<file path="src/assert_macros.svh">
// Assertion macros used by the top-level RTL file.
// No dependencies; include by bare file name.
`ifndef ASSERT_MACROS_SVH
`define ASSERT_MACROS_SVH

// same-cycle implication, disabled during reset
`define ASSERT_IMPL(label, clk, rst_n, ante, cons) \
    label: assert property (@(posedge clk) disable iff (!(rst_n)) (ante) |-> (cons)) \
        else $error("assertion failed");

// next-cycle implication, disabled during reset
`define ASSERT_NEXT(label, clk, rst_n, ante, cons) \
    label: assert property (@(posedge clk) disable iff (!(rst_n)) (ante) |=> (cons)) \
        else $error("assertion failed");

`endif

</file>
<file path="src/i80_pkg.sv">
// Shared types, codes and the microcode table of the 8080 display bus master.
// No dependencies.
package i80_pkg;

    localparam int READ_LIMIT = 16;
    localparam int MAX_FILL   = 64;

    localparam int OP_W  = 3;
    localparam int CNT_W = 7;
    localparam int RD_W  = 5;
    localparam int PC_W  = 5;

    localparam logic [OP_W-1:0] OP_BEGIN  = 3'd0;
    localparam logic [OP_W-1:0] OP_WBYTE  = 3'd1;
    localparam logic [OP_W-1:0] OP_WWORD  = 3'd2;
    localparam logic [OP_W-1:0] OP_FILL   = 3'd3;
    localparam logic [OP_W-1:0] OP_BITMAP = 3'd4;
    localparam logic [OP_W-1:0] OP_READ   = 3'd5;
    localparam logic [OP_W-1:0] OP_END    = 3'd6;

    localparam logic [1:0] ST_NONE  = 2'd0;
    localparam logic [1:0] ST_WRITE = 2'd1;
    localparam logic [1:0] ST_READ  = 2'd2;
    localparam logic [1:0] ST_DUMMY = 2'd3;

    localparam logic [1:0] STAT_OK    = 2'd0;
    localparam logic [1:0] STAT_LIMIT = 2'd1;
    localparam logic [1:0] STAT_NOSEL = 2'd2;

    localparam logic CFG_OFF_COLOR = 1'b0;
    localparam logic CFG_ON_COLOR  = 1'b1;

    localparam logic [PC_W-1:0] A_BEGIN  = 5'd0;
    localparam logic [PC_W-1:0] A_END    = 5'd1;
    localparam logic [PC_W-1:0] A_UNUSED = 5'd2;
    localparam logic [PC_W-1:0] A_NOSEL  = 5'd3;
    localparam logic [PC_W-1:0] A_WB0    = 5'd4;
    localparam logic [PC_W-1:0] A_WB1    = 5'd5;
    localparam logic [PC_W-1:0] A_WW0    = 5'd6;
    localparam logic [PC_W-1:0] A_WW1    = 5'd7;
    localparam logic [PC_W-1:0] A_F0     = 5'd8;
    localparam logic [PC_W-1:0] A_F1     = 5'd9;
    localparam logic [PC_W-1:0] A_F2     = 5'd10;
    localparam logic [PC_W-1:0] A_FILLZ  = 5'd11;
    localparam logic [PC_W-1:0] A_B0     = 5'd12;
    localparam logic [PC_W-1:0] A_B1     = 5'd13;
    localparam logic [PC_W-1:0] A_R0     = 5'd14;
    localparam logic [PC_W-1:0] A_R1     = 5'd15;
    localparam logic [PC_W-1:0] A_R2     = 5'd16;
    localparam logic [PC_W-1:0] A_R3     = 5'd17;
    localparam logic [PC_W-1:0] A_R4     = 5'd18;
    localparam logic [PC_W-1:0] A_RLIM   = 5'd19;

    typedef enum logic [2:0] {
        C_NONE, C_NOSEL, C_CNT_ZERO, C_CNT_MORE, C_LIMIT, C_NO_DUMMY
    } t_cond;

    typedef enum logic [1:0] {B_ZERO, B_PAY_LO, B_PAY_WORD, B_COLOR} t_bus;
    typedef enum logic [1:0] {S_KEEP, S_SET, S_CLR} t_sel;
    typedef enum logic [1:0] {K_KEEP, K_FILL, K_EIGHT, K_DEC} t_cnt;

    typedef struct packed {
        logic            emit;
        logic            done;
        t_cond           cond;
        logic [PC_W-1:0] target;
        logic            dnc;
        logic [1:0]      strobe;
        t_bus            bus;
        logic            wide;
        logic            rd;
        logic [1:0]      status;
        t_sel            sel;
        logic            arm;
        logic            clr_dummy;
        logic            clr_reads;
        logic            inc_reads;
        t_cnt            cnt;
    } t_cw;

    typedef struct packed {
        logic accept;
        logic fire;
        logic taken;
        t_cw  cw;
    } t_ctl;

    typedef struct packed {
        logic nosel;
        logic cnt_zero;
        logic cnt_more;
        logic limit;
        logic no_dummy;
        logic out_free;
    } t_flags;

    function automatic logic [PC_W-1:0] entry(input logic [OP_W-1:0] op);
        logic [PC_W-1:0] a;
        unique case (op)
            OP_BEGIN:  a = A_BEGIN;
            OP_WBYTE:  a = A_WB0;
            OP_WWORD:  a = A_WW0;
            OP_FILL:   a = A_F0;
            OP_BITMAP: a = A_B0;
            OP_READ:   a = A_R0;
            OP_END:    a = A_END;
            default:   a = A_UNUSED;
        endcase
        return a;
    endfunction

    function automatic t_cw ucode(input logic [PC_W-1:0] a);
        t_cw c;
        c     = '0;
        c.dnc = 1'b1;
        unique case (a)
            A_BEGIN: begin
                c.emit = 1'b1; c.done = 1'b1; c.dnc = 1'b0;
                c.strobe = ST_WRITE; c.bus = B_PAY_LO;
                c.sel = S_SET; c.arm = 1'b1; c.clr_reads = 1'b1;
            end
            A_END: begin
                c.emit = 1'b1; c.done = 1'b1;
                c.sel = S_CLR; c.clr_dummy = 1'b1; c.clr_reads = 1'b1;
            end
            A_UNUSED, A_FILLZ: begin
                c.emit = 1'b1; c.done = 1'b1;
            end
            A_NOSEL: begin
                c.emit = 1'b1; c.done = 1'b1; c.status = STAT_NOSEL;
            end
            A_WB0, A_WW0, A_R0: begin
                c.cond = C_NOSEL; c.target = A_NOSEL;
            end
            A_WB1: begin
                c.emit = 1'b1; c.done = 1'b1;
                c.strobe = ST_WRITE; c.bus = B_PAY_LO;
            end
            A_WW1: begin
                c.emit = 1'b1; c.done = 1'b1;
                c.strobe = ST_WRITE; c.bus = B_PAY_WORD; c.wide = 1'b1;
            end
            A_F0: begin
                c.cond = C_NOSEL; c.target = A_NOSEL; c.cnt = K_FILL;
            end
            A_F1: begin
                c.cond = C_CNT_ZERO; c.target = A_FILLZ;
            end
            A_F2: begin
                c.emit = 1'b1; c.done = 1'b1; c.cond = C_CNT_MORE; c.target = A_F2;
                c.strobe = ST_WRITE; c.bus = B_PAY_WORD; c.wide = 1'b1; c.cnt = K_DEC;
            end
            A_B0: begin
                c.cond = C_NOSEL; c.target = A_NOSEL; c.cnt = K_EIGHT;
            end
            A_B1: begin
                c.emit = 1'b1; c.done = 1'b1; c.cond = C_CNT_MORE; c.target = A_B1;
                c.strobe = ST_WRITE; c.bus = B_COLOR; c.wide = 1'b1; c.cnt = K_DEC;
            end
            A_R1: begin
                c.cond = C_LIMIT; c.target = A_RLIM;
            end
            A_R2: begin
                c.cond = C_NO_DUMMY; c.target = A_R4;
            end
            A_R3: begin
                c.emit = 1'b1; c.strobe = ST_DUMMY; c.clr_dummy = 1'b1;
            end
            A_R4: begin
                c.emit = 1'b1; c.done = 1'b1;
                c.strobe = ST_READ; c.rd = 1'b1; c.inc_reads = 1'b1;
            end
            A_RLIM: begin
                c.emit = 1'b1; c.done = 1'b1; c.status = STAT_LIMIT;
            end
            default: begin
                c.emit = 1'b1; c.done = 1'b1;
            end
        endcase
        return c;
    endfunction

endpackage

</file>
<file path="src/i80_useq.sv">
// Microcode sequencer: step counter, control-word table and jump logic.
// Depends on i80_pkg.
module i80_useq (
    input  logic                        i_clk,
    input  logic                        i_rst_n,
    input  logic                        i_in_valid,
    input  logic [i80_pkg::OP_W-1:0]    i_operation,
    input  i80_pkg::t_flags             i_flags,
    output logic                        o_busy,
    output i80_pkg::t_ctl               o_ctl
);

    logic [i80_pkg::PC_W-1:0] r_pc, n_pc;
    logic                     r_busy, n_busy;
    i80_pkg::t_cw             cw;
    logic                     taken;
    logic                     fire;
    logic                     accept;

    assign cw     = i80_pkg::ucode(r_pc);
    assign accept = i_in_valid && !r_busy;
    assign fire   = r_busy && (!cw.emit || i_flags.out_free);

    always_comb begin
        unique case (cw.cond)
            i80_pkg::C_NONE:     taken = 1'b0;
            i80_pkg::C_NOSEL:    taken = i_flags.nosel;
            i80_pkg::C_CNT_ZERO: taken = i_flags.cnt_zero;
            i80_pkg::C_CNT_MORE: taken = i_flags.cnt_more;
            i80_pkg::C_LIMIT:    taken = i_flags.limit;
            i80_pkg::C_NO_DUMMY: taken = i_flags.no_dummy;
            default:             taken = 1'b0;
        endcase
    end

    always_comb begin
        n_pc   = r_pc;
        n_busy = r_busy;
        priority if (accept) begin
            n_pc   = i80_pkg::entry(i_operation);
            n_busy = 1'b1;
        end else if (fire) begin
            if (taken) begin
                n_pc = cw.target;
            end else if (cw.done) begin
                n_busy = 1'b0;
            end else begin
                n_pc = r_pc + i80_pkg::PC_W'(1);
            end
        end
    end

    always_ff @(posedge i_clk) begin
        if (!i_rst_n) begin
            r_busy <= 1'b0;
            r_pc   <= i80_pkg::A_BEGIN;
        end else begin
            r_busy <= n_busy;
            r_pc   <= n_pc;
        end
    end

    assign o_busy       = r_busy;
    assign o_ctl.accept = accept;
    assign o_ctl.fire   = fire;
    assign o_ctl.taken  = taken;
    assign o_ctl.cw     = cw;

endmodule

</file>
<file path="src/i80_dp.sv">
// Datapath: item latch, bus state, colour registers, counter and result register.
// Depends on i80_pkg; driven by the control word of i80_useq.
module i80_dp (
    input  logic                        i_clk,
    input  logic                        i_rst_n,
    input  i80_pkg::t_ctl               i_ctl,
    input  logic [15:0]                 i_payload,
    input  logic [6:0]                  i_repeat_count,
    input  logic [7:0]                  i_bus_sample,
    input  logic                        i_cfg_we,
    input  logic                        i_cfg_index,
    input  logic [15:0]                 i_cfg_wdata,
    input  logic                        i_out_stall,
    output i80_pkg::t_flags             o_flags,
    output logic                        o_out_valid,
    output logic                        o_chip_select,
    output logic                        o_data_not_command,
    output logic [1:0]                  o_strobe_res,
    output logic [15:0]                 o_bus_out,
    output logic                        o_wide_bus,
    output logic [7:0]                  o_read_value,
    output logic [1:0]                  o_status,
    output logic                        o_last
);

    logic [15:0]                r_payload;
    logic [6:0]                 r_count_in;
    logic [7:0]                 r_sample;
    logic [7:0]                 r_bits;
    logic [i80_pkg::CNT_W-1:0]  r_cnt;
    logic [15:0]                r_off_color, r_on_color;
    logic                       r_sel, r_dummy;
    logic [i80_pkg::RD_W-1:0]   r_reads;

    logic                       r_out_valid;
    logic                       r_cs, r_dnc, r_wide, r_last;
    logic [1:0]                 r_strobe, r_status;
    logic [15:0]                r_bus;
    logic [7:0]                 r_rd;

    logic                       out_free;
    logic                       emit;
    logic                       n_cs;
    logic [15:0]                n_bus;
    logic [i80_pkg::CNT_W-1:0]  fill_cnt;
    i80_pkg::t_cw               cw;

    assign cw       = i_ctl.cw;
    assign out_free = !r_out_valid || !i_out_stall;
    assign emit     = i_ctl.fire && cw.emit;
    assign fill_cnt = (r_count_in > i80_pkg::CNT_W'(i80_pkg::MAX_FILL))
                    ? i80_pkg::CNT_W'(i80_pkg::MAX_FILL) : r_count_in;

    always_comb begin
        unique case (cw.sel)
            i80_pkg::S_SET: n_cs = 1'b1;
            i80_pkg::S_CLR: n_cs = 1'b0;
            default:        n_cs = r_sel;
        endcase
        unique case (cw.bus)
            i80_pkg::B_ZERO:     n_bus = 16'h0000;
            i80_pkg::B_PAY_LO:   n_bus = {8'h00, r_payload[7:0]};
            i80_pkg::B_PAY_WORD: n_bus = r_payload;
            i80_pkg::B_COLOR:    n_bus = r_bits[0] ? r_on_color : r_off_color;
            default:             n_bus = 16'h0000;
        endcase
    end

    always_ff @(posedge i_clk) begin
        if (i_ctl.accept) begin
            r_payload  <= i_payload;
            r_count_in <= i_repeat_count;
            r_sample   <= i_bus_sample;
            r_bits     <= i_payload[7:0];
        end else if (i_ctl.fire && cw.cnt == i80_pkg::K_DEC) begin
            r_bits <= {1'b0, r_bits[7:1]};
        end
        if (i_ctl.fire) begin
            unique case (cw.cnt)
                i80_pkg::K_FILL:  r_cnt <= fill_cnt;
                i80_pkg::K_EIGHT: r_cnt <= i80_pkg::CNT_W'(8);
                i80_pkg::K_DEC:   r_cnt <= r_cnt - i80_pkg::CNT_W'(1);
                default:          r_cnt <= r_cnt;
            endcase
        end
        if (emit) begin
            r_cs     <= n_cs;
            r_dnc    <= cw.dnc;
            r_strobe <= cw.strobe;
            r_bus    <= n_bus;
            r_wide   <= cw.wide;
            r_rd     <= cw.rd ? r_sample : 8'h00;
            r_status <= cw.status;
            r_last   <= cw.done && !i_ctl.taken;
        end
    end

    always_ff @(posedge i_clk) begin
        if (!i_rst_n) begin
            r_off_color <= 16'h0000;
            r_on_color  <= 16'hFFFF;
            r_sel       <= 1'b0;
            r_dummy     <= 1'b0;
            r_reads     <= '0;
            r_out_valid <= 1'b0;
        end else begin
            if (i_cfg_we) begin
                unique case (i_cfg_index)
                    i80_pkg::CFG_OFF_COLOR: r_off_color <= i_cfg_wdata;
                    i80_pkg::CFG_ON_COLOR:  r_on_color  <= i_cfg_wdata;
                    default:                r_on_color  <= r_on_color;
                endcase
            end
            if (i_ctl.fire) begin
                r_sel <= n_cs;
                if (cw.arm) begin
                    r_dummy <= 1'b1;
                end else if (cw.clr_dummy) begin
                    r_dummy <= 1'b0;
                end
                if (cw.clr_reads) begin
                    r_reads <= '0;
                end else if (cw.inc_reads) begin
                    r_reads <= r_reads + i80_pkg::RD_W'(1);
                end
            end
            if (emit) begin
                r_out_valid <= 1'b1;
            end else if (!i_out_stall) begin
                r_out_valid <= 1'b0;
            end
        end
    end

    assign o_flags.nosel    = !r_sel;
    assign o_flags.cnt_zero = (r_cnt == '0);
    assign o_flags.cnt_more = (r_cnt != i80_pkg::CNT_W'(1));
    assign o_flags.limit    = (r_reads >= i80_pkg::RD_W'(i80_pkg::READ_LIMIT));
    assign o_flags.no_dummy = !r_dummy;
    assign o_flags.out_free = out_free;

    assign o_out_valid        = r_out_valid;
    assign o_chip_select      = r_cs;
    assign o_data_not_command = r_dnc;
    assign o_strobe_res       = r_strobe;
    assign o_bus_out          = r_bus;
    assign o_wide_bus         = r_wide;
    assign o_read_value       = r_rd;
    assign o_status           = r_status;
    assign o_last             = r_last;

endmodule

</file>
<file path="src/i80_lcd_bus_master.sv">
// Top level of the 8080 display bus master; uses i80_pkg, i80_useq, i80_dp, assert_macros.svh.
// One microcode step per cycle unless a result-emitting step waits on a stalled output. Begin,
// end and unused codes give their result in the entry step; writes, bitmap, fill and reads
// first check selection, unselected items ending with a NOSEL status; fill then tests for a
// zero count, and reads test the read limit and send a dummy strobe first when one is armed.
// Sync active-low reset clears select flag (not o_chip_select), dummy, reads; colors 0/FFFF.
`include "assert_macros.svh"

module i80_lcd_bus_master (
    input  logic                        i_clk,
    input  logic                        i_rst_n,
    input  logic                        i_in_valid,
    output logic                        o_in_stall,
    input  logic [2:0]                  i_operation,
    input  logic [15:0]                 i_payload,
    input  logic [6:0]                  i_repeat_count,
    input  logic [7:0]                  i_bus_sample,
    input  logic                        i_cfg_we,
    input  logic                        i_cfg_index,
    input  logic [15:0]                 i_cfg_wdata,
    output logic                        o_out_valid,
    input  logic                        i_out_stall,
    output logic                        o_chip_select,
    output logic                        o_data_not_command,
    output logic [1:0]                  o_strobe_res,
    output logic [15:0]                 o_bus_out,
    output logic                        o_wide_bus,
    output logic [7:0]                  o_read_value,
    output logic [1:0]                  o_status,
    output logic                        o_last
);

    i80_pkg::t_ctl   ctl;
    i80_pkg::t_flags flags;
    logic            busy;

    i80_useq u_seq (
        .i_clk       (i_clk),
        .i_rst_n     (i_rst_n),
        .i_in_valid  (i_in_valid),
        .i_operation (i_operation),
        .i_flags     (flags),
        .o_busy      (busy),
        .o_ctl       (ctl)
    );

    i80_dp u_dp (
        .i_clk              (i_clk),
        .i_rst_n            (i_rst_n),
        .i_ctl              (ctl),
        .i_payload          (i_payload),
        .i_repeat_count     (i_repeat_count),
        .i_bus_sample       (i_bus_sample),
        .i_cfg_we           (i_cfg_we),
        .i_cfg_index        (i_cfg_index),
        .i_cfg_wdata        (i_cfg_wdata),
        .i_out_stall        (i_out_stall),
        .o_flags            (flags),
        .o_out_valid        (o_out_valid),
        .o_chip_select      (o_chip_select),
        .o_data_not_command (o_data_not_command),
        .o_strobe_res       (o_strobe_res),
        .o_bus_out          (o_bus_out),
        .o_wide_bus         (o_wide_bus),
        .o_read_value       (o_read_value),
        .o_status           (o_status),
        .o_last             (o_last)
    );

    assign o_in_stall = busy;

    `ASSERT_NEXT(a_accept_busy, i_clk, i_rst_n, i_in_valid && !o_in_stall, o_in_stall)
    `ASSERT_IMPL(a_dummy_not_last, i_clk, i_rst_n,
                 o_out_valid && o_strobe_res == i80_pkg::ST_DUMMY, !o_last)
    `ASSERT_IMPL(a_read_selected, i_clk, i_rst_n,
                 o_out_valid && o_strobe_res == i80_pkg::ST_READ, o_chip_select)
    `ASSERT_IMPL(a_nosel_released, i_clk, i_rst_n,
                 o_out_valid && o_status == i80_pkg::STAT_NOSEL,
                 !o_chip_select && o_strobe_res == i80_pkg::ST_NONE)

endmodule
</file>
<file path="config.mk">
export PLATFORM = sky130hd
export DESIGN_NAME = i80_lcd_bus_master
export DESIGN_NICKNAME = d
export VERILOG_FILES = /design/src/i80_pkg.sv /design/src/i80_useq.sv /design/src/i80_dp.sv /design/src/i80_lcd_bus_master.sv
export VERILOG_INCLUDE_DIRS = /design/src /design/src/src
export SDC_FILE = /design/constraint.sdc
export NUM_CORES = 1
export LEC_CHECK = 0
export ABC_CLOCK_PERIOD_IN_PS = 3200
export BUFFER_PORTS_ARGS = -buffer_cell sky130_fd_sc_hd__buf_2
export CAP_MARGIN = 20
export CORE_MARGIN = 1
export CORE_UTILIZATION = 30
export DETAILED_ROUTE_END_ITERATION = 16
export HOLD_SLACK_MARGIN = 0.15
export PLACE_DENSITY = 0.58
export SLEW_MARGIN = 20
export SYNTH_ARGS = -nofsm -noshare
export SYNTH_HDL_FRONTEND = slang
export SYNTH_SLANG_ARGS = --single-unit
export TNS_END_PERCENT = 10
</file>
<file path="constraint.sdc">
create_clock -name i_clk -period 3.2 [get_ports i_clk]
set_input_delay 0.48 -clock i_clk [delete_from_list [all_inputs] [get_ports i_clk]]
set_output_delay 0.48 -clock i_clk [all_outputs]
set_load 0.02 [all_outputs]
</file>
## Word-level counts from Yosys, hierarchy flattened

Index checks and enable logic that the tools add are counted.

- Output and inout port bits: 34
- Flip-flop bits (word level): 124
- Word-level logic and storage cells: 144

- Eq/ne operators: 40
- Reduce and logical (&&, ||, !) cells: 40
- Add/subtract/negate cells: 3
- Bitwise logic cells: 1
- Multiplexer cells: 37
- $lt $le $gt $ge: 2

Operators with widths:

| cell | number |
|---|---|
| case mux 16 bit (4 select lines) | 1 |
| case mux 8 bit (6 select lines) | 1 |
| equality test 5 x 4 -> 1 bit (second input constant) | 7 |
| two-way mux 5 bit | 6 |
| case mux 4 bit (7 select lines) | 1 |
| case mux 7 bit (3 select lines) | 1 |
| equality test 5 x 3 -> 1 bit (second input constant) | 4 |
| equality test 5 bit (second input constant) | 4 |
| case mux 2 bit (3 select lines) | 3 |
| two-way mux 1 bit | 16 |
| two-way mux 16 bit | 1 |
| two-way mux 8 bit | 2 |
| equality test 3 bit (second input constant) | 5 |
| equality test 3 x 2 -> 1 bit (second input constant) | 4 |
| AND reduction 2 bit | 6 |
| adder 5 x 1 -> 5 bit (second input constant) | 2 |
| equality test 2 bit (second input constant) | 5 |
| OR reduction 2 bit | 5 |
| OR reduction 5 bit | 2 |
| OR reduction 9 bit | 1 |
| case mux 2 bit (2 select lines) | 2 |
| nonzero test 2 bit | 4 |
| OR reduction 8 bit | 1 |
| greater-than comparator 7 bit (second input constant) | 1 |
| 23 further kinds | 38 |

## Logic depth before layout (Yosys ltp)

- Word-level depth: 8
- Mapped depth: 12

## Hierarchy

A second synthesis with hierarchy kept.

- Cell total of the unflattened synthesis: 518
- Area, all modules: 5674.2 um^2

By module, submodules not included:

| module | sequential area each (um^2) | instances | cells each | area each (um^2) |
|---|---|---|---|---|
| i80_dp | 3143.0 | 1 | 387 | 4718.3 |
| i80_useq | 120.1 | 1 | 131 | 955.9 |

## Worst setup path after synthesis

OpenSTA, ideal clock, no wires.

- Path type: register to register
- From: reg u_seq.r_pc[0] in the netlist's numbering
- To: reg u_dp.r_bus[0] (netlist: u_dp.o_bus_out[0]), enable pin
- Library setup time: 393 ps
- Arrival time: 2212 ps
- Required time: 2807 ps
- Path buffers: 1
- Cell stages (with the launch flop): 7
- Setup slack: 595 ps
- Period minus slack after synthesis: 2605 ps
- Path through: dfxtp_1 ha_1 and3_1 ha_1 buf_2 nor3_1 and3_1

- Longest elaborated chain between the ends: 5

Ends and longest elaborated chain:

| what | line | source |
|---|---|---|
| start: declaration | i80_useq.sv:13 | `logic [i80_pkg::PC_W-1:0] r_pc, n_pc;` |
| start signal: assignment | i80_useq.sv:56 | `r_pc <= i80_pkg::A_BEGIN;` |
| start signal: assignment | i80_useq.sv:59 | `r_pc <= n_pc;` |
| equality test 5 x 3 -> 1 bit (tied with other cells) | i80_pkg.sv:116 | `unique case (a)` |
| OR reduction 8 bit (no line) * | -- |  |
| logical OR 1 bit | i80_useq.sv:22 | `assign fire = r_busy && (!cw.emit \|\| i_flags.out_free);` |
| logical AND 1 bit | i80_useq.sv:22 |  |
| logical AND 1 bit * | i80_dp.sv:50 | `assign emit = i_ctl.fire && cw.emit;` |
| via u_dp.emit | i80_dp.sv:42 | `logic emit;` |
| end signal: assignment | i80_dp.sv:90 | `r_bus <= n_bus;` |
| end: declaration | i80_dp.sv:38 | `logic [15:0] r_bus;` |

Mark *: on every way through the listed nets, which the timed path passes. The rest lies on a longest branch.
A chain may end at the register's enable or synchronous reset.

## Worst setup path after layout

- From: reg u_seq.r_pc[0] in the netlist's numbering
- To: reg u_dp.r_bus[6] (netlist: u_dp.o_bus_out[6]), data pin

- Longest elaborated chain between the ends: 5

Ends and longest elaborated chain:

| what | line | source |
|---|---|---|
| equality test 5 x 3 -> 1 bit (tied with other cells) | i80_pkg.sv:116 |  |
| OR reduction 2 bit (no line) | -- |  |
| case mux 2 bit (3 select lines) * | i80_pkg.sv:116 |  |
| equality test 2 bit (tied with other cells) | i80_dp.sv:60 | `unique case (cw.bus)` |
| case mux 16 bit (4 select lines) * | i80_dp.sv:60 |  |
| via u_dp.n_bus[6] | i80_dp.sv:44 | `logic [15:0] n_bus;` |

Marked as above.

==> run_results.csv <==
group,metric,value,unit
status,status,"finished, final reports clean",
grt,grt_pass1_wl,21020,um
sta,rsz0062_at_grt,"false",
logic_synthesis,syn_nets,590,
clocking,clock_sinks,124,
grt,grt_max_degree,48,
drt,drt_pass1_iterations,6,
logic_synthesis,yosysSeqAreaShare,0.5750,
logic_synthesis,syn_area_per_cell,10.85,um2
worst_setup_path,r2r_cells,8,
logic_synthesis,synthCells,523,
worst_setup_path,cp.depth,8,
sta,worst_slew_pin_slew,1008,ps
worst_setup_path,cp-end-kind,"flop",
clocking,clk_latency,420,ps
sta,fin_crit_sh,0.8644,
clocking,hold_buffers,0,
grt,antenna_found_initial,0,
clocking,numCtsBuffers,17,
floorplanning,die_w,139.5,um
placement,dp_hpwl,8924,um
worst_setup_path,path_class,"flop to flop",
clocking,cts_resized,0,
floorplanning,design.die.area,19470,um2
logic_synthesis,yosysWarnings,0,
logic_synthesis,synth_edf_count,78,
drt,drtAntennaViolNets,0,
placement,place_ws,462.9,ps
job,drv_cap,0,
floorplanning,io_pins,90,
clocking,clk_pin_slew,50,ps
sta,finalMaxSlewViolations,0,
power_and_ir_drop,p_total,0.004410,W
worst_setup_path,slowest_delay,870,ps
cells_and_area,area_delta_synth_final,20.79,%
floorplanning,start_util,0.3106,
min_path,holdPathStages,1,
sta,hold_viol_final,0,
grt,grt_usage,0.1413,
grt,grt_pass1_vias,4023,
cells_and_area,drive_gt1_frac,0.2452,
logic_synthesis,ys.flop_type,"edfxtp_1",
cells_and_area,n_antenna_cell,0,
worst_setup_path,critical_path.slowest_cell,"nor2b_2",
worst_setup_path,cp-start-kind,"flop",
sta,clock.fmax,361.5,MHz
sta,min_period,2766,ps
clocking,clockBufferDepth,2,
power_and_ir_drop,power_density,643.3,nW/um2
cells_and_area,layout.nets,679,
worst_setup_path,crit_required,3440,ps
logic_synthesis,synthArstFlopShare,0,
clocking,cts_root_buffer,"clkbuf_16",
cells_and_area,fillers,1807,
clocking,cts_tree,"built",
min_path,hold_class,"primary input to flop",
worst_setup_path,cp_max_fo,24,
clocking,postCtsSetupBuffers,0,
worst_setup_path,critical_path_arrival,3010,ps
clocking,h-tree-depth,4,
sta,fin_setup_tns,0,ps
logic_synthesis,synthDistinctLibCells,59,
floorplanning,num_rows,49,
floorplanning,core-area,18270,um2
worst_setup_path,crit_chain,"ha_1 > nand2_1 > inv_1 > o21ai_2 > o31ai_1 > nor2b_2 > nor2_1 > a211oi_1",
sta,slew-limit-headroom,0.3252,
drt,drcViolationCount,0,
placement,portBuffers,89,
cells_and_area,multi_input_area,2182,um2
cells_and_area,regArea,3263,um2
power_and_ir_drop,vdd_ir_drop_max,281.2,uV
worst_setup_path,crit_family,"simple AND/OR/NAND/NOR gates",
sta,setup_ws,433.9,ps
power_and_ir_drop,p_leak,2.726,nW
drt,routedWlPerCell,15.34,um
logic_synthesis,ys_ff_latch,124,
sta,finClkSkew,11.66,ps
drt,drt_iter0_markers,204,
floorplanning,die_y,139.5,um
sta,setup_viol,0,
cells_and_area,fin_util,0.3752,
drt,routed_wl,13080,um
drt,via_per_inst,4.857,
placement,place_congestion,0.8112,
worst_setup_path,path_buf_inv,1,
logic_synthesis,synth.cell_area,5675,um2
drt,route.vias.total,4143,
grt,grt-ovfl-total,0,
## flip-flops by register name, indices dropped and copies added (netlist names), 2 cells and up
name and flops:
u_dp.o_bus_out 16, u_dp.r_off_color 16, u_dp.r_on_color 16, u_dp.r_payload 16, u_dp.o_read_value 8, u_dp.r_bits 8, u_dp.r_sample 8, u_dp.r_cnt 7
u_dp.r_count_in 7, u_dp.r_reads 5, u_seq.r_pc 5, u_dp.o_status 2, u_dp.o_strobe_res 2
## cells in the final DEF (no fill, tap or decap), drive strengths merged, types with 2 or more instances in the layout
cell	synthesis	final
or3	2	2
mux2i	12	12
o21a	5	5
xor2	3	3
nand4	2	2
bufinv	0	2
ha	11	11
and2	7	7
mux2	9	9
dfxtp	46	46
o41ai	2	2
o21ai	22	22
nand3b	3	3
nor2b	11	11
a211oi	8	8
a22oi	10	10
and3	12	12
clkinv	1	9
clkbuf	18	20
o211ai	2	2
nand2b	7	7
nand3	18	18
o22ai	3	3
a21oi	13	13
edfxtp	78	78
nor3	11	11
o221ai	2	2
inv	12	12
nand2	115	115
xnor2	5	5
nor2	27	27
a21boi	17	17
buf	13	101
a31oi	3	3
## cell type report
| type | instances | share of cell area |
|---|---|---|
| Timing Repair Buffer | 101 | 0.07812 |
| Sequential cell | 124 | 0.4760 |
| Tap cell | 229 | 0.04180 |
| Inverter | 13 | 0.007118 |
| Clock buffer | 20 | 0.06370 |
| Multi-Input combinational cell | 355 | 0.3183 |
| Clock inverter | 11 | 0.01497 |
## metrics by stage
stage	instance area (um2)	hold WS [ps]	cells
after global routing	6855	216.2	853
after CTS	6855	220.0	853
after global placement	6316	448.2	822
final	6855	231.9	853
after floorplan	5675	435.1	523
after detailed placement	6316	455.1	822
## worst register-to-register path, delay by kind of cell, from the launching register on
kind                     cells  cell delay, ps
AO/OA/AOI/OAI                3             530
buffers and inverters        1             130
AND/OR/NAND/NOR              3            1140
adder cells (fa/ha/maj)      1             380
flip-flops                   1             420
## cells in the mapped netlist (11+ instances only)
cell type | count | area, um2
nand3_1 | 18 | 90.09
o21ai_0 | 16 | 80.08
clkbuf_1 | 18 | 67.56
and3_1 | 12 | 75.07
ha_1 | 11 | 137.6
inv_1 | 12 | 45.04
mux2i_1 | 12 | 120.1
nand2_1 | 114 | 427.9
edfxtp_1 | 78 | 2342
dfxtp_1 | 46 | 920.9
nor3_1 | 11 | 55.05
a21boi_0 | 16 | 120.1
nor2_1 | 27 | 101.4
## worst paths after layout
check | startpoint | slack [ps] | endpoint
max | u_seq.r_pc[0]$_SDFFE_PN0P_ | 430 | u_dp.o_bus_out[6]$_DFFE_PP_
min | i_repeat_count[3] | 230 | u_dp.r_count_in[3]$_DFFE_PP_
max reg2reg | u_seq.r_pc[0]$_SDFFE_PN0P_ | 430 | u_dp.o_bus_out[6]$_DFFE_PP_
min reg2reg | u_dp.r_off_color[1]$_SDFFE_PN0P_ | 460 | u_dp.r_off_color[1]$_SDFFE_PN0P_
## cells by family (layout without fill, tap and decap cells)
group,Yosys count,in the layout,share of synthesized area
mux,21,21,0.03902
flops,124,124,0.5750
buf+inv,44,145,0.04100
xor+xnor,8,8,0.01235
fa+ha+maj,11,11,0.02425
simple gates,221,221,0.1854
compound gates,94,94,0.1230
## layer usage
| layer | vias to the layer above | GRT usage | part of all wire |
|---|---|---|---|
| met5 | - | 0 | 0 |
| met4 | 0 | 0.06362 | 0.018 |
| met3 | 22 | 0.04474 | 0.053 |
| met2 | 114 | 0.2174 | 0.45 |
| met1 | 1978 | 0.1815 | 0.48 |
| li1 | 2029 | - | - |
## where the power goes
part / internal (W) / leakage, nW / switching [W]
clock: 0.00112 / 0.263 / 0.000651
sequential: 0.00186 / 1.12 / 0.0000730
combinational: 0.000265 / 1.34 / 0.000435
total: 0.00325 / 2.73 / 0.00116
No activity file was read; power rests on OpenSTA's default activity.
